**src/hw/rtl/msp_pkg.sv**
```systemverilog
package msp_pkg;

	localparam int SAMPLE_BITS_DEF = 12;
	localparam int COUNT_BITS_DEF  = 17;

	localparam int CHAN_BITS   = 3;
	localparam int ZERO_BITS   = 12;
	localparam int SCALE_BITS  = 20;
	localparam int GAIN_BITS   = 2;
	localparam int VALUE_BITS  = 7;
	localparam int TUBE_BITS   = 8;
	localparam int FRAC_BITS   = 32;
	localparam int ROUND_SHIFT = FRAC_BITS - 1;
	localparam int SHIFT_BITS  = 3;

	localparam int APB_ADDR_BITS = 5;
	localparam int APB_DATA_BITS = 32;
	localparam int REG_IDX_BITS  = 3;

	localparam logic [REG_IDX_BITS-1:0] REG_SAMPLE_CHANNEL = 3'd0;
	localparam logic [REG_IDX_BITS-1:0] REG_ZERO_CODE      = 3'd1;
	localparam logic [REG_IDX_BITS-1:0] REG_SCALE_Q32      = 3'd2;
	localparam logic [REG_IDX_BITS-1:0] REG_GAIN_MODE      = 3'd3;
	localparam logic [REG_IDX_BITS-1:0] REG_TEST_MODE      = 3'd4;

	localparam logic [CHAN_BITS-1:0]  RST_SAMPLE_CHANNEL = 3'd5;
	localparam logic [ZERO_BITS-1:0]  RST_ZERO_CODE      = 12'd2275;
	localparam logic [SCALE_BITS-1:0] RST_SCALE_Q32      = 20'd46688;
	localparam logic [GAIN_BITS-1:0]  RST_GAIN_MODE      = 2'd0;

	localparam logic [GAIN_BITS-1:0] GAIN_X4 = 2'd0;
	localparam logic [GAIN_BITS-1:0] GAIN_X8 = 2'd1;

	localparam logic [VALUE_BITS-1:0] DISPLAY_MAX = 7'd99;
	localparam logic [VALUE_BITS-1:0] DISPLAY_SPAN = 7'd100;

	typedef struct packed {
		logic [CHAN_BITS-1:0]  sample_channel;
		logic [ZERO_BITS-1:0]  zero_code;
		logic [SCALE_BITS-1:0] scale_q32;
		logic [GAIN_BITS-1:0]  gain_mode;
		logic                  test_mode;
		logic                  test_restart;
	} cfg_t;

	typedef struct packed {
		logic                  take;
		logic                  square;
		logic                  accum;
		logic                  mul_lo;
		logic                  mul_hi;
		logic                  combine;
		logic                  scale;
		logic                  check;
		logic                  div_step;
		logic [SHIFT_BITS-1:0] div_bit;
		logic                  value_init;
		logic                  finish;
	} cmd_t;

	typedef struct packed {
		logic item_valid;
		logic is_tick;
		logic chan_hit;
		logic test_mode;
		logic count_zero;
		logic over;
		logic out_free;
	} sts_t;

	function automatic logic [SHIFT_BITS-1:0] gain_shift(input logic [GAIN_BITS-1:0] mode);
		logic [SHIFT_BITS-1:0] s;
		if (mode == GAIN_X4)
			s = 3'd2;
		else if (mode == GAIN_X8)
			s = 3'd3;
		else
			s = 3'd4;
		return s;
	endfunction

	// {byte one, byte two, byte three} for a value of 0..99
	function automatic logic [3*TUBE_BITS-1:0] tube_bytes(input logic [VALUE_BITS-1:0] v);
		logic [3:0]            tens;
		logic [VALUE_BITS-1:0] ones_w;
		logic [3:0]            ones;
		logic [TUBE_BITS-1:0]  b1;
		logic [TUBE_BITS-1:0]  b2;
		logic [TUBE_BITS-1:0]  b3;
		tens = 4'd0;
		for (int i = 1; i <= 9; i++) begin
			if (v >= VALUE_BITS'(10 * i))
				tens = tens + 4'd1;
		end
		ones_w = v - (VALUE_BITS'(tens) * VALUE_BITS'(10));
		ones = ones_w[3:0];
		b1 = '0;
		b2 = '0;
		b3 = '0;
		if (tens >= 4'd1 && tens <= 4'd7)
			b1[tens[2:0]] = 1'b1;
		else if (tens == 4'd8)
			b2[1] = 1'b1;
		else if (tens == 4'd9)
			b2[2] = 1'b1;
		else
			b2[3] = 1'b1;
		if (ones >= 4'd1 && ones <= 4'd4)
			b2[3'(ones + 4'd3)] = 1'b1;
		else if (ones >= 4'd5)
			b3[3'(ones - 4'd4)] = 1'b1;
		else
			b3[6] = 1'b1;
		return {b1, b2, b3};
	endfunction

endpackage

```
**src/hw/rtl/msp_if.sv**
```systemverilog
interface msp_item_if #(parameter int SAMPLE_BITS = msp_pkg::SAMPLE_BITS_DEF);
	logic                           valid;
	logic                           ready;
	logic                           req_type;
	logic [msp_pkg::CHAN_BITS-1:0]  sample_channel_id;
	logic [SAMPLE_BITS-1:0]         sample_code;

	modport source(output valid, req_type, sample_channel_id, sample_code, input ready);
	modport sink(input valid, req_type, sample_channel_id, sample_code, output ready);
endinterface

interface msp_result_if;
	logic                           valid;
	logic                           ready;
	logic [msp_pkg::VALUE_BITS-1:0] display_value;
	logic [msp_pkg::TUBE_BITS-1:0]  tube_byte_one;
	logic [msp_pkg::TUBE_BITS-1:0]  tube_byte_two;
	logic [msp_pkg::TUBE_BITS-1:0]  tube_byte_three;
	logic                           saturated;

	modport source(output valid, display_value, tube_byte_one, tube_byte_two, tube_byte_three,
		saturated, input ready);
	modport sink(input valid, display_value, tube_byte_one, tube_byte_two, tube_byte_three,
		saturated, output ready);
endinterface

```
**src/hw/rtl/msp_regs.sv**
```systemverilog
module msp_regs (
	input  logic                              clk,
	input  logic                              arst_n,
	input  logic                              psel,
	input  logic                              penable,
	input  logic                              pwrite,
	input  logic [msp_pkg::APB_ADDR_BITS-1:0] paddr,
	input  logic [msp_pkg::APB_DATA_BITS-1:0] pwdata,
	output logic [msp_pkg::APB_DATA_BITS-1:0] prdata,
	output logic                              pready,
	output msp_pkg::cfg_t                     cfg
);

	logic [msp_pkg::CHAN_BITS-1:0]    sample_channel_q;
	logic [msp_pkg::ZERO_BITS-1:0]    zero_code_q;
	logic [msp_pkg::SCALE_BITS-1:0]   scale_q32_q;
	logic [msp_pkg::GAIN_BITS-1:0]    gain_mode_q;
	logic                             test_mode_q;
	logic                             wr;
	logic [msp_pkg::REG_IDX_BITS-1:0] idx;

	assign pready = 1'b1;
	assign wr     = psel && penable && pwrite && pready;
	assign idx    = paddr[msp_pkg::APB_ADDR_BITS-1:2];

	always_ff @(posedge clk or negedge arst_n) begin
		if (!arst_n) begin
			sample_channel_q <= msp_pkg::RST_SAMPLE_CHANNEL;
			zero_code_q      <= msp_pkg::RST_ZERO_CODE;
			scale_q32_q      <= msp_pkg::RST_SCALE_Q32;
			gain_mode_q      <= msp_pkg::RST_GAIN_MODE;
			test_mode_q      <= 1'b0;
		end else if (wr) begin
			unique case (idx)
				msp_pkg::REG_SAMPLE_CHANNEL: sample_channel_q <= pwdata[msp_pkg::CHAN_BITS-1:0];
				msp_pkg::REG_ZERO_CODE:      zero_code_q      <= pwdata[msp_pkg::ZERO_BITS-1:0];
				msp_pkg::REG_SCALE_Q32:      scale_q32_q      <= pwdata[msp_pkg::SCALE_BITS-1:0];
				msp_pkg::REG_GAIN_MODE:      gain_mode_q      <= pwdata[msp_pkg::GAIN_BITS-1:0];
				msp_pkg::REG_TEST_MODE:      test_mode_q      <= pwdata[0];
				default: ;
			endcase
		end
	end

	always_comb begin
		unique case (idx)
			msp_pkg::REG_SAMPLE_CHANNEL: prdata = msp_pkg::APB_DATA_BITS'(sample_channel_q);
			msp_pkg::REG_ZERO_CODE:      prdata = msp_pkg::APB_DATA_BITS'(zero_code_q);
			msp_pkg::REG_SCALE_Q32:      prdata = msp_pkg::APB_DATA_BITS'(scale_q32_q);
			msp_pkg::REG_GAIN_MODE:      prdata = msp_pkg::APB_DATA_BITS'(gain_mode_q);
			msp_pkg::REG_TEST_MODE:      prdata = msp_pkg::APB_DATA_BITS'(test_mode_q);
			default:                     prdata = '0;
		endcase
	end

	always_comb begin
		cfg.sample_channel = sample_channel_q;
		cfg.zero_code      = zero_code_q;
		cfg.scale_q32      = scale_q32_q;
		cfg.gain_mode      = gain_mode_q;
		cfg.test_mode      = test_mode_q;
		// restart the test counter when test mode turns on
		cfg.test_restart   = wr && (idx == msp_pkg::REG_TEST_MODE) && pwdata[0] && !test_mode_q;
	end

endmodule

```
**src/hw/rtl/msp_ctrl.sv**
```systemverilog
module msp_ctrl (
	input  logic          clk,
	input  logic          arst_n,
	input  msp_pkg::sts_t sts,
	output msp_pkg::cmd_t cmd
);

	typedef enum logic [3:0] {
		ST_IDLE,
		ST_LATCH,
		ST_SQUARE,
		ST_ACCUM,
		ST_MUL_LO,
		ST_MUL_HI,
		ST_COMBINE,
		ST_SCALE,
		ST_CHECK,
		ST_DIVIDE,
		ST_FINISH
	} state_t;

	localparam logic [msp_pkg::SHIFT_BITS-1:0] TOP_BIT = msp_pkg::SHIFT_BITS'(msp_pkg::VALUE_BITS - 1);

	state_t                        state_q;
	logic [msp_pkg::SHIFT_BITS-1:0] step_q;

	always_ff @(posedge clk or negedge arst_n) begin
		if (!arst_n) begin
			state_q <= ST_IDLE;
			step_q  <= '0;
		end else begin
			unique case (state_q)
				ST_IDLE: begin
					if (sts.item_valid)
						state_q <= ST_LATCH;
				end
				ST_LATCH: begin
					priority if (!sts.is_tick)
						state_q <= sts.chan_hit ? ST_SQUARE : ST_IDLE;
					else if (sts.test_mode || sts.count_zero)
						state_q <= ST_FINISH;
					else
						state_q <= ST_MUL_LO;
				end
				ST_SQUARE:  state_q <= ST_ACCUM;
				ST_ACCUM:   state_q <= ST_IDLE;
				ST_MUL_LO:  state_q <= ST_MUL_HI;
				ST_MUL_HI:  state_q <= ST_COMBINE;
				ST_COMBINE: state_q <= ST_SCALE;
				ST_SCALE:   state_q <= ST_CHECK;
				ST_CHECK: begin
					step_q <= TOP_BIT;
					state_q <= sts.over ? ST_FINISH : ST_DIVIDE;
				end
				ST_DIVIDE: begin
					if (step_q == '0)
						state_q <= ST_FINISH;
					else
						step_q <= step_q - 1'b1;
				end
				ST_FINISH: begin
					if (sts.out_free)
						state_q <= ST_IDLE;
				end
				default: state_q <= ST_IDLE;
			endcase
		end
	end

	always_comb begin
		cmd            = '0;
		cmd.take       = (state_q == ST_IDLE);
		cmd.square     = (state_q == ST_SQUARE);
		cmd.accum      = (state_q == ST_ACCUM);
		cmd.mul_lo     = (state_q == ST_MUL_LO);
		cmd.mul_hi     = (state_q == ST_MUL_HI);
		cmd.combine    = (state_q == ST_COMBINE);
		cmd.scale      = (state_q == ST_SCALE);
		cmd.check      = (state_q == ST_CHECK);
		cmd.div_step   = (state_q == ST_DIVIDE);
		cmd.div_bit    = step_q;
		cmd.value_init = (state_q == ST_LATCH) && sts.is_tick;
		cmd.finish     = (state_q == ST_FINISH) && sts.out_free;
	end

endmodule

```
**src/hw/rtl/msp_dp.sv**
```systemverilog
module msp_dp #(
	parameter int SAMPLE_BITS = msp_pkg::SAMPLE_BITS_DEF,
	parameter int COUNT_BITS  = msp_pkg::COUNT_BITS_DEF
) (
	input  logic          clk,
	input  logic          arst_n,
	input  msp_pkg::cfg_t cfg,
	input  msp_pkg::cmd_t cmd,
	output msp_pkg::sts_t sts,
	msp_item_if.sink      item,
	msp_result_if.source  result
);

	localparam int SQ_BITS    = 2 * SAMPLE_BITS;
	localparam int SUM_BITS   = SQ_BITS + COUNT_BITS;
	localparam int SUM_EXT    = SUM_BITS + 1;
	localparam int SPLIT_BITS = (SUM_BITS + 1) / 2;
	localparam int MUL_BITS   = SPLIT_BITS + msp_pkg::SCALE_BITS;
	localparam int PROD_BITS  = SUM_BITS + msp_pkg::SCALE_BITS;
	localparam int FULL_BITS  = PROD_BITS + 5;
	localparam int NUM_BITS   = FULL_BITS - msp_pkg::FRAC_BITS;
	localparam int REM_BITS   = COUNT_BITS + msp_pkg::VALUE_BITS;
	localparam int VB         = msp_pkg::VALUE_BITS;
	localparam int TB         = msp_pkg::TUBE_BITS;

	// accumulators and control state
	logic [SUM_BITS-1:0]   sum_q;
	logic [COUNT_BITS-1:0] count_q;
	logic                  ovf_q;
	logic [VB-1:0]         test_q;
	logic                  res_valid_q;

	// working registers
	logic                   tick_q;
	logic                   hit_q;
	logic [SAMPLE_BITS-1:0] diff_q;
	logic [SQ_BITS-1:0]     sq_q;
	logic [MUL_BITS-1:0]    mul_q;
	logic [PROD_BITS-1:0]   prod_q;
	logic [NUM_BITS-1:0]    num_q;
	logic [REM_BITS-1:0]    hundred_q;
	logic [REM_BITS-1:0]    rem_q;
	logic [VB-1:0]          value_q;
	logic [VB-1:0]          res_value_q;
	logic [3*TB-1:0]        res_tubes_q;
	logic                   res_sat_q;

	logic [SAMPLE_BITS-1:0] zero;
	logic [SUM_EXT-1:0]     sum_ext;
	logic [SPLIT_BITS-1:0]  mul_a;
	logic [FULL_BITS-1:0]   full;
	logic [REM_BITS-1:0]    trial;
	logic                   ge;
	logic                   accept;

	assign accept  = item.valid && item.ready;
	assign zero    = SAMPLE_BITS'(cfg.zero_code);
	assign sum_ext = {1'b0, sum_q} + SUM_EXT'(sq_q);
	assign mul_a   = cmd.mul_hi ? SPLIT_BITS'(sum_q[SUM_BITS-1:SPLIT_BITS])
	                            : sum_q[SPLIT_BITS-1:0];
	// numerator of the mean: (prod * 2^shift + count * 2^31) / 2^32
	assign full    = (FULL_BITS'(prod_q) << msp_pkg::gain_shift(cfg.gain_mode))
	               + (FULL_BITS'(count_q) << msp_pkg::ROUND_SHIFT);
	assign trial   = REM_BITS'(count_q) << cmd.div_bit;
	assign ge      = rem_q >= trial;

	always_ff @(posedge clk or negedge arst_n) begin
		if (!arst_n) begin
			sum_q       <= '0;
			count_q     <= '0;
			ovf_q       <= 1'b0;
			test_q      <= '0;
			res_valid_q <= 1'b0;
		end else begin
			if (cmd.accum) begin
				if (sum_ext[SUM_BITS]) begin
					sum_q <= '1;
					ovf_q <= 1'b1;
				end else begin
					sum_q <= sum_ext[SUM_BITS-1:0];
				end
				if (count_q == '1)
					ovf_q <= 1'b1;
				else
					count_q <= count_q + 1'b1;
			end else if (cmd.finish) begin
				sum_q   <= '0;
				count_q <= '0;
				ovf_q   <= 1'b0;
			end

			if (cfg.test_restart)
				test_q <= '0;
			else if (cmd.finish && cfg.test_mode)
				test_q <= (test_q >= msp_pkg::DISPLAY_MAX) ? '0 : test_q + 1'b1;

			if (cmd.finish)
				res_valid_q <= 1'b1;
			else if (result.ready)
				res_valid_q <= 1'b0;
		end
	end

	always_ff @(posedge clk) begin
		if (accept) begin
			tick_q <= item.req_type;
			hit_q  <= (item.sample_channel_id == cfg.sample_channel);
			diff_q <= (item.sample_code >= zero) ? item.sample_code - zero
			                                     : zero - item.sample_code;
		end
		if (cmd.square)
			sq_q <= SQ_BITS'(diff_q) * SQ_BITS'(diff_q);
		// one multiplier shared by both halves of the sum
		if (cmd.mul_lo || cmd.mul_hi)
			mul_q <= MUL_BITS'(mul_a) * MUL_BITS'(cfg.scale_q32);
		if (cmd.mul_hi)
			prod_q <= PROD_BITS'(mul_q);
		else if (cmd.combine)
			prod_q <= prod_q + (PROD_BITS'(mul_q) << SPLIT_BITS);
		if (cmd.scale) begin
			num_q     <= full[FULL_BITS-1:msp_pkg::FRAC_BITS];
			hundred_q <= REM_BITS'(count_q) * REM_BITS'(msp_pkg::DISPLAY_SPAN);
		end
		if (cmd.value_init)
			value_q <= cfg.test_mode ? test_q : '0;
		else if (cmd.check) begin
			value_q <= sts.over ? msp_pkg::DISPLAY_MAX : '0;
			rem_q   <= num_q[REM_BITS-1:0];
		end else if (cmd.div_step) begin
			value_q <= {value_q[VB-2:0], ge};
			if (ge)
				rem_q <= rem_q - trial;
		end
		if (cmd.finish) begin
			res_value_q <= value_q;
			res_tubes_q <= msp_pkg::tube_bytes(value_q);
			res_sat_q   <= ovf_q;
		end
	end

	always_comb begin
		sts.item_valid = item.valid;
		sts.is_tick    = tick_q;
		sts.chan_hit   = hit_q;
		sts.test_mode  = cfg.test_mode;
		sts.count_zero = (count_q == '0);
		sts.over       = num_q >= NUM_BITS'(hundred_q);
		sts.out_free   = !res_valid_q || result.ready;
	end

	assign item.ready             = cmd.take;
	assign result.valid           = res_valid_q;
	assign result.display_value   = res_value_q;
	assign result.tube_byte_one   = res_tubes_q[3*TB-1:2*TB];
	assign result.tube_byte_two   = res_tubes_q[2*TB-1:TB];
	assign result.tube_byte_three = res_tubes_q[TB-1:0];
	assign result.saturated       = res_sat_q;

	a_value_range: assert property (@(posedge clk) disable iff (!arst_n)
		result.valid |-> result.display_value <= msp_pkg::DISPLAY_MAX)
		else $error("display value above limit");

	a_tube_onehot: assert property (@(posedge clk) disable iff (!arst_n)
		result.valid |-> ($countones({result.tube_byte_one[7:1], result.tube_byte_two[3:1]}) == 1
			&& $countones({result.tube_byte_two[7:4], result.tube_byte_three[6:1]}) == 1))
		else $error("tube bytes not one digit each");

	a_clear_on_finish: assert property (@(posedge clk) disable iff (!arst_n)
		cmd.finish |=> (sum_q == '0 && count_q == '0 && !ovf_q))
		else $error("accumulators not cleared after result");

	a_div_not_over: assert property (@(posedge clk) disable iff (!arst_n)
		cmd.div_step |-> rem_q < (trial << 1))
		else $error("division remainder out of range");

endmodule

```
**src/hw/rtl/mean_square_power_meter.sv**
```systemverilog
// Sample transaction: latched on accept, then squared and accumulated; the next one is
// taken only after that. A sample for another channel is dropped after latching.
// Tick transaction: two 21x20 partial products, their sum, gain and rounding, a range check,
// then a 7-step restoring division by the sample count; a result clamped to 99 skips the
// division, test mode or no samples skip all of it. A waiting result lets samples through.
// Async active-low reset restores register defaults and clears sum, count, flag, test counter.
module mean_square_power_meter #(
	parameter int SAMPLE_BITS = msp_pkg::SAMPLE_BITS_DEF,
	parameter int COUNT_BITS  = msp_pkg::COUNT_BITS_DEF
) (
	input  logic                              clk,
	input  logic                              arst_n,
	input  logic                              psel,
	input  logic                              penable,
	input  logic                              pwrite,
	input  logic [msp_pkg::APB_ADDR_BITS-1:0] paddr,
	input  logic [msp_pkg::APB_DATA_BITS-1:0] pwdata,
	output logic [msp_pkg::APB_DATA_BITS-1:0] prdata,
	output logic                              pready,
	msp_item_if.sink                          item,
	msp_result_if.source                      result
);

	msp_pkg::cfg_t cfg;
	msp_pkg::cmd_t cmd;
	msp_pkg::sts_t sts;

	msp_regs u_regs (
		.clk     (clk),
		.arst_n  (arst_n),
		.psel    (psel),
		.penable (penable),
		.pwrite  (pwrite),
		.paddr   (paddr),
		.pwdata  (pwdata),
		.prdata  (prdata),
		.pready  (pready),
		.cfg     (cfg)
	);

	msp_ctrl u_ctrl (
		.clk    (clk),
		.arst_n (arst_n),
		.sts    (sts),
		.cmd    (cmd)
	);

	msp_dp #(
		.SAMPLE_BITS (SAMPLE_BITS),
		.COUNT_BITS  (COUNT_BITS)
	) u_dp (
		.clk    (clk),
		.arst_n (arst_n),
		.cfg    (cfg),
		.cmd    (cmd),
		.sts    (sts),
		.item   (item),
		.result (result)
	);

endmodule

```
**src/flat_wrapper.sv**
```systemverilog
// flat-port wrapper written by rule: the top's interface ports become plain ports
module mean_square_power_meter_flat 
#(
	parameter int SAMPLE_BITS = msp_pkg::SAMPLE_BITS_DEF,
	parameter int COUNT_BITS  = msp_pkg::COUNT_BITS_DEF
)
  (clk, arst_n, psel, penable, pwrite, paddr, pwdata, prdata, pready, item_valid, item_req_type, item_sample_channel_id, item_sample_code, item_ready, result_valid, result_display_value, result_tube_byte_one, result_tube_byte_two, result_tube_byte_three, result_saturated, result_ready);
  msp_item_if #(.SAMPLE_BITS(SAMPLE_BITS)) item_i ();
  msp_result_if result_i ();
  input  logic clk;
  input  logic arst_n;
  input  logic psel;
  input  logic penable;
  input  logic pwrite;
  input  logic [msp_pkg::APB_ADDR_BITS-1:0] paddr;
  input  logic [msp_pkg::APB_DATA_BITS-1:0] pwdata;
  output logic [msp_pkg::APB_DATA_BITS-1:0] prdata;
  output logic pready;
  input wire logic [$bits(item_i.valid)-1:0] item_valid;
  input wire logic [$bits(item_i.req_type)-1:0] item_req_type;
  input wire logic [$bits(item_i.sample_channel_id)-1:0] item_sample_channel_id;
  input wire logic [$bits(item_i.sample_code)-1:0] item_sample_code;
  output wire logic [$bits(item_i.ready)-1:0] item_ready;
  output wire logic [$bits(result_i.valid)-1:0] result_valid;
  output wire logic [$bits(result_i.display_value)-1:0] result_display_value;
  output wire logic [$bits(result_i.tube_byte_one)-1:0] result_tube_byte_one;
  output wire logic [$bits(result_i.tube_byte_two)-1:0] result_tube_byte_two;
  output wire logic [$bits(result_i.tube_byte_three)-1:0] result_tube_byte_three;
  output wire logic [$bits(result_i.saturated)-1:0] result_saturated;
  input wire logic [$bits(result_i.ready)-1:0] result_ready;
  assign item_i.valid = item_valid;
  assign item_i.req_type = item_req_type;
  assign item_i.sample_channel_id = item_sample_channel_id;
  assign item_i.sample_code = item_sample_code;
  assign item_ready = item_i.ready;
  assign result_valid = result_i.valid;
  assign result_display_value = result_i.display_value;
  assign result_tube_byte_one = result_i.tube_byte_one;
  assign result_tube_byte_two = result_i.tube_byte_two;
  assign result_tube_byte_three = result_i.tube_byte_three;
  assign result_saturated = result_i.saturated;
  assign result_i.ready = result_ready;
  mean_square_power_meter #(.SAMPLE_BITS(SAMPLE_BITS), .COUNT_BITS(COUNT_BITS)) u_core (.clk(clk), .arst_n(arst_n), .psel(psel), .penable(penable), .pwrite(pwrite), .paddr(paddr), .pwdata(pwdata), .prdata(prdata), .pready(pready), .item(item_i), .result(result_i));
endmodule
```
**config.mk**
```make
export PLATFORM = sky130hd
export DESIGN_NAME = mean_square_power_meter_flat
export DESIGN_NICKNAME = d
export VERILOG_FILES = /design/src/hw/rtl/msp_pkg.sv /design/src/hw/rtl/msp_if.sv /design/src/hw/rtl/msp_regs.sv /design/src/hw/rtl/msp_ctrl.sv /design/src/hw/rtl/msp_dp.sv /design/src/hw/rtl/mean_square_power_meter.sv /design/src/flat_wrapper.sv
export SDC_FILE = /design/constraint.sdc
export NUM_CORES = 2
export LEC_CHECK = 0
export BUFFER_PORTS_ARGS = -buffer_cell sky130_fd_sc_hd__buf_2
export CAP_MARGIN = 0
export CORE_ASPECT_RATIO = 0.75
export CORE_MARGIN = 10
export CORE_UTILIZATION = 40
export CTS_BUF_LIST = sky130_fd_sc_hd__clkbuf_16
export DETAILED_ROUTE_END_ITERATION = 10
export GPL_ROUTABILITY_DRIVEN = 0
export PLACE_DENSITY_LB_ADDON = 0.08
export SLEW_MARGIN = 20
export SYNTH_ARGS = -nofsm -noshare
export SYNTH_HDL_FRONTEND = slang
export SYNTH_SLANG_ARGS = --single-unit
```
**constraint.sdc**
```tcl
create_clock -name clk -period 8.9 [get_ports clk]
set_clock_uncertainty 0.2 [all_clocks]
set_input_delay 0.445 -clock clk [delete_from_list [all_inputs] [get_ports clk]]
set_output_delay 0.445 -clock clk [all_outputs]
set_load 0.02 [all_outputs]
```
# Word level (Yosys, flattened, before mapping)
# Cells that the tools add are included.
totals:
  mem_count: 0
  wordCells: 222
  romBits: 0
  inputBits: 60
  ram_bits: 0
  latchBits: 0
  out_inout_bits: 67
  regBits: 371
op_classes:
  n_mul: 4
  reduce_logical: 42
  n_shift: 2
  div_mod_pow: 0
  order_cmp: 24
  n_addsub: 20
  muxes: 72
  bitwise: 3
  n_eq_ne: 25
op_table:
  columns: ["operator", "count"]
  rows:
  - ["$mux 41", 5]
  - ["$pmux 20 s5", 1]
  - ["$mux 4", 23]
  - ["$mux 24", 3]
  - ["$add 66x48->66", 1]
  - ["$shl 61x3->66", 1]
  - ["$add 61x61->61", 1]
  - ["$mux 7", 8]
  - ["$mux 17", 3]
  - ["$add 41x24->42", 1]
  - ["$mul 21x20->41", 1]
  - ["$pmux 4 s10", 1]
  - ["$ge 34x24->1", 1]
  - ["$add 4x1->4 const B", 8]
  - ["$ge 7x7->1 const B", 4]
  - ["$ge 24x24->1", 1]
  - ["$mul 12x12->24", 1]
  - ["$shl 17x3->24", 1]
  - ["$sub 12x12->12", 2]
  - ["$sub 24x24->24", 1]
  - ["$mul 17x5->22 const B", 1]
  - ["$ge 7x6->1 const B", 3]
  - ["$mux 21", 1]
  - ["$eq 4x4->1 const B", 5]
  - ["46 further kinds", 114]

# Longest topological paths before layout
depth:
  depth_word: 37
  mapped_depth: 34
  depth_no_buf: 30

# By module
# From an unflattened synthesis, not the netlist that was laid out.
unflattened:
  cells_unflattened: 4520
  hier_area_um2: 42400.7
modules_own_cells:
  columns: ["mod", "seq_area_each_um2", "area_each_um2", "cells_per_inst", "n_inst"]
  rows:
  - ["msp_dp", 8593.2, 39820.7, 4300, 1]
  - ["msp_regs", 969.7, 2009.4, 149, 1]
  - ["msp_ctrl", 175.2, 570.5, 71, 1]

# Least setup slack after synthesis
# OpenSTA, ideal clock, no wires.
synth_path:
  kind: "register -> register"
  start: "register u_core.u_ctrl.state_q[2]"
  end: "register u_core.u_dp.mul_q[39], data pin"
  path_stages_with_launch: 31
  synth_period_minus_slack_ps: 8330
  path_buffers: 4
  setup_time_ps: 265
  slack_ps: 570
  t_required_ps: 8435
  arrival_time_ps: 7864
  path_cell_list: "dfrtp_1 -> clkbuf_1 -> nor2b_1 -> and2_1 -> clkbuf_1 -> clkbuf_1 -> nand2_1 -> nand2_1 -> clkbuf_1 -> nand2_1 -> fa_1 -> inv_1 -> fa_1 -> fa_1 -> fa_1 -> fa_1 -> fa_1 -> inv_1 -> fa_1 -> inv_1 -> ha_1 -> and3_1 -> a221oi_1 -> o21bai_1 -> a211o_1 -> a2111oi_0 -> o31ai_1 -> a31o_2 -> nor2_1 -> o21ai_0 -> xor2_1"
synth_between:
  elab_chain_cells: 3
synth_lines:
  columns: ["element", "line", "rtl"]
  rows:
  - ["start: declaration", "msp_ctrl.sv:24", "state_t state_q;"]
  - ["start signal: assignment", "msp_ctrl.sv:39", "state_q <= sts.chan_hit ? ST_SQUARE : ST_IDLE;"]
  - ["start signal: assignment", "msp_ctrl.sv:53", "state_q <= sts.over ? ST_FINISH : ST_DIVIDE;"]
  - ["$eq 4x3->1", "msp_ctrl.sv:76", "cmd.mul_hi = (state_q == ST_MUL_HI);"]
  - ["$mux 21", "msp_dp.sv:59", "assign mul_a = cmd.mul_hi ? SPLIT_BITS'(sum_q[SUM_BITS-1:SPLIT_BITS])"]
  - ["$mul 21x20->41", "msp_dp.sv:115", "mul_q <= MUL_BITS'(mul_a) * MUL_BITS'(cfg.scale_q32);"]
  - ["end signal: assignment", "msp_dp.sv:115", null]
  - ["end: declaration", "msp_dp.sv:38", "logic [MUL_BITS-1:0] mul_q;"]
# Every way passes these cells.
# A chain may end at the register's enable or synchronous reset.

# Final worst setup path
layout_path:
  start: "register u_core.u_ctrl.state_q[0]"
  end: "register u_core.u_dp.mul_q[32], data pin"
# The elaborated chain is that of the path after synthesis.

==> key figures <==
Die
  – Die height: between 300 and 400 µm
  – # rows: between 100 and 150
  – Number of I/O pins: ~130
  – Starting Density: between 40% and 50%
  – Die Area: 119000 µm²
  – Core area: between 100000 and 150000 µm²
  – Horiz. Die Dim: between 300 and 400 µm

Global routing
  – GRT busiest layer: met1
  – Largest net degree at the start of global routing: between 70 and 80
  – First-pass GRT wire length: between 150000 and 200000 µm
  – Met1 Use GR: between 20% and 30%
  – Gr ovfl total: 0
  – Total track usage: approximately a fifth
  – Initial antenna violation count: 5
  – GR Util met3: under 10%
  – Grt met2 use: between 20% and 30%
  – Vias in the first global route: around 32000

Critical path
  – Crit path largest cell delay: ~0.54 ns
  – CP Data Arrival Time: ~8.6 ns
  – Most used cell, CP: fa_1
  – WS Path Type: reg -> reg
  – Setup crit end kind: flip-flop
  – RR Startpoint: u_core.u_ctrl.state_q[0]
  – Crit path launch type: flip-flop
  – First element of the critical path: u_core.u_ctrl.state_q[0]
  – Data required, critical path: 9.05 ns
  – CP max-delay cell: fa_1
  – CP max FO: 15
  – CP delay by family, top: adder cells
  – CP Buf/Inv Count: 6

STA
  – Worst hold slack: around 0.081 ns
  – Setup_tns: 0 ns
  – F_max: approximately 0.12 GHz
  – Least-Margin Pin Slew: approximately 1.1 ns
  – Hold Vio Cnt, Final: 0
  – Pins over their slew limit: 0
  – Worst slew margin: about a quarter
  – Final setup vio count: 0
  – RSZ-0062 raised after global routing: no
  – Tmin final: around 8.5 ns
  – Fin crit share: a little over nine tenths

Placed design
  – Post-DP HPWL: between 90000 and 100000 µm
  – Placed cell area: roughly 44000 µm²
  – # port buffers: roughly 100

Route
  – DR pass1 iterations: 7
  – # DRC: 0
  – Post-route ant nets: 0
  – WL/cell: approximately 19 µm
  – Via density: between 5 and 6
  – 1st-iter DRT viols: between 2000 and 2500
  – Routed vias: 31400
  – Detailed Route WL: between 100000 and 150000 µm

Yosys
  – Post-synth EDFFs: about 220
  – Synth cell types: 97
  – Syn_area_per_cell: around 9 µm²
  – Async SR Flop Fraction: between 30 and 40%
  – Gate count of the mapped netlist: 4585
  – Mapped Area: between 40000 and 50000 µm²
  – Synthesized flop and latch total: ~350
  – Ys flop type: edfxtp_1
  – Ys Warns: 0
  – Seq/Total Area, Yosys: a little under a quarter

Clock network
  – H-tree levels: 2
  – Clk_lat worst skew: between 0.6 and 0.7 ns
  – Clock tree buffer depth: 3
  – Register clock-pin slew on the reported worst setup and hold paths: 0.06 ns
  – Clk root buf: clkbuf_16
  – TritonCTS clock tree: built
  – Num CTS Buffers: 43
  – Post-CTS Setup Repair Bufs: 0
  – CTS sink cnt: 349

Worst hold path
  – Hold Startpoint: item_valid
  – Hold Crit Class: in -> reg

Layout
  – Most frequent cells in the layout: inv_1, nand2_1, fa_1, ha_1, and2_1
  – Commonest non-fill, non-tap cell in the layout: inv_1
  – # nets final: around 5600
  – Design Area, Final: roughly 46000 µm²
  – Layout cells sized above 1: roughly 8%
  – Area delta synth->final: 9.50%

Status
  – Status: completed

Job
  – Max Cap Violations: 0
-- through the flow --
step                      std cells  setup slack [ns]  utilization (%)
after global placement         5986             0.175             42.6
after CTS                      6089            0.0321             44.3
after floorplan                4597             0.570                -
final                          6092             0.411             44.3
after global routing           6090            0.0139             44.3
after detailed placement       5986            0.0846             42.6
-- per-layer routing --
metal | routed length, µm | vias to the layer above | share of wire [%]
li1 | - | 15300 | -
met1 | 58500 | 15300 | 51
met2 | 47900 | 655 | 42
met3 | 6550 | 93 | 5.7
met4 | 1830 | 4 | 1.6
met5 | 27 | - | 0.024
-- cells by family (layout without fill, tap and decap cells) --
logic type / after synthesis / after routing / share of synthesized area, %
simple gates: 1415 / 1415 / 16.2
fa+ha+maj: 868 / 868 / 33.6
buf+inv: 843 / 932 / 7.72
compound gates: 800 / 800 / 12.1
flops: 349 / 349 / 23.2
xor+xnor: 212 / 212 / 4.61
mux: 96 / 96 / 2.55
other cells: 2 / 16 / 0.0179
-- final cells by class --
type | count | area, µm²
Sequential cell | 349 | 9740
Timing Repair Buffer | 213 | 1470
Antenna cell | 2 | 5.00
Clock buffer | 45 | 1130
Tap cell | 1404 | 1760
Inverter | 639 | 2400
Fill cell | 10200 | 57800
Multi-Input combinational cell | 3405 | 29100
Clock inverter | 35 | 358
-- Yosys cell counts (8+ instances only) --
master     count  area share (%)
inv_1        638             5.7
nand2_1      529             4.7
fa_1         434              21
ha_1         434              13
and2_1       294             4.4
nor2_1       239             2.1
a21oi_1      231             2.8
edfxtp_1     217              16
o21ai_0      199             2.4
clkbuf_1     171             1.5
xnor2_1      137             2.9
dfrtp_1       97             5.8
a21o_1        78             1.4
xor2_1        68             1.4
nand3_1       67            0.80
nor3_1        66            0.79
mux2i_1       62             1.5
and3_1        45            0.67
nor2b_1       42            0.63
nand2b_1      35            0.52
o21a_1        35            0.63
a31oi_1       28            0.42
a211oi_1      26            0.46
mux2_2        26            0.70
o21bai_1      25            0.45
nand4_1       24            0.36
or3_1         21            0.31
dfxtp_1       20            0.95
o31ai_1       19            0.34
buf_4         16            0.29
nor4_1        16            0.24
dfstp_2       15            0.94
a21boi_0      14            0.25
buf_1         12            0.11
a22oi_1       11            0.20
or2_2         11            0.16
a211o_1       10            0.21
o211ai_1      10            0.18
a2111oi_0      9            0.19
nor4b_1        9            0.19
a221oi_1       8            0.17
a311oi_1       8            0.17
a31o_2         8            0.17
-- tightest hold or removal path, cell delays in order --
cell and delay, ns:
buf_2 0.11, inv_1 0.04, o2bb2ai_1 0.13, o21bai_1 0.11
-- repair_timing --
item	CTS	global route
hold buffers	23	0
gates resized for setup	0	6
hold endpoints to repair	76	0
setup endpoints to repair	0	6
-- state kept, by name, indices dropped and copies added, names as in the netlist, 12 cells and up --
name and cells:
u_core.u_regs.zero_code_q 12, u_core.u_dp.sum_q 41, u_core.u_dp.rem_q 24, u_core.u_dp.mul_q 41, u_core.u_dp.diff_q 12, u_core.u_dp.prod_q 40
u_core.u_dp.num_q 34, u_core.u_dp.hundred_q 22, u_core.u_regs.scale_q32_q 20, u_core.u_dp.count_q 17, u_core.u_dp.res_tubes_q 24, u_core.u_dp.sq_q 23
-- path summary, 6_finish.rpt --
| check | cells after the start | slack (ns) | end |
|---|---|---|---|
| worst max register to register | 29 | 0.41 | u_core.u_dp.mul_q[32] |
| max in group asynchronous | 3 | 6.85 | u_core.u_ctrl.step_q[0] |
| worst max-delay path | 29 | 0.41 | u_core.u_dp.mul_q[32] |
| worst min-delay path | 4 | 0.08 | u_core.u_ctrl.state_q[3] |
| worst min register to register | 0 | 0.26 | u_core.u_dp.result.saturated |
| min in group asynchronous | 2 | 0.26 | u_core.u_regs.zero_code_q[10] |
Power is left out: the tool's default activity adds up to more than one toggle a clock period on the data nets, which glitch-free logic cannot reach.
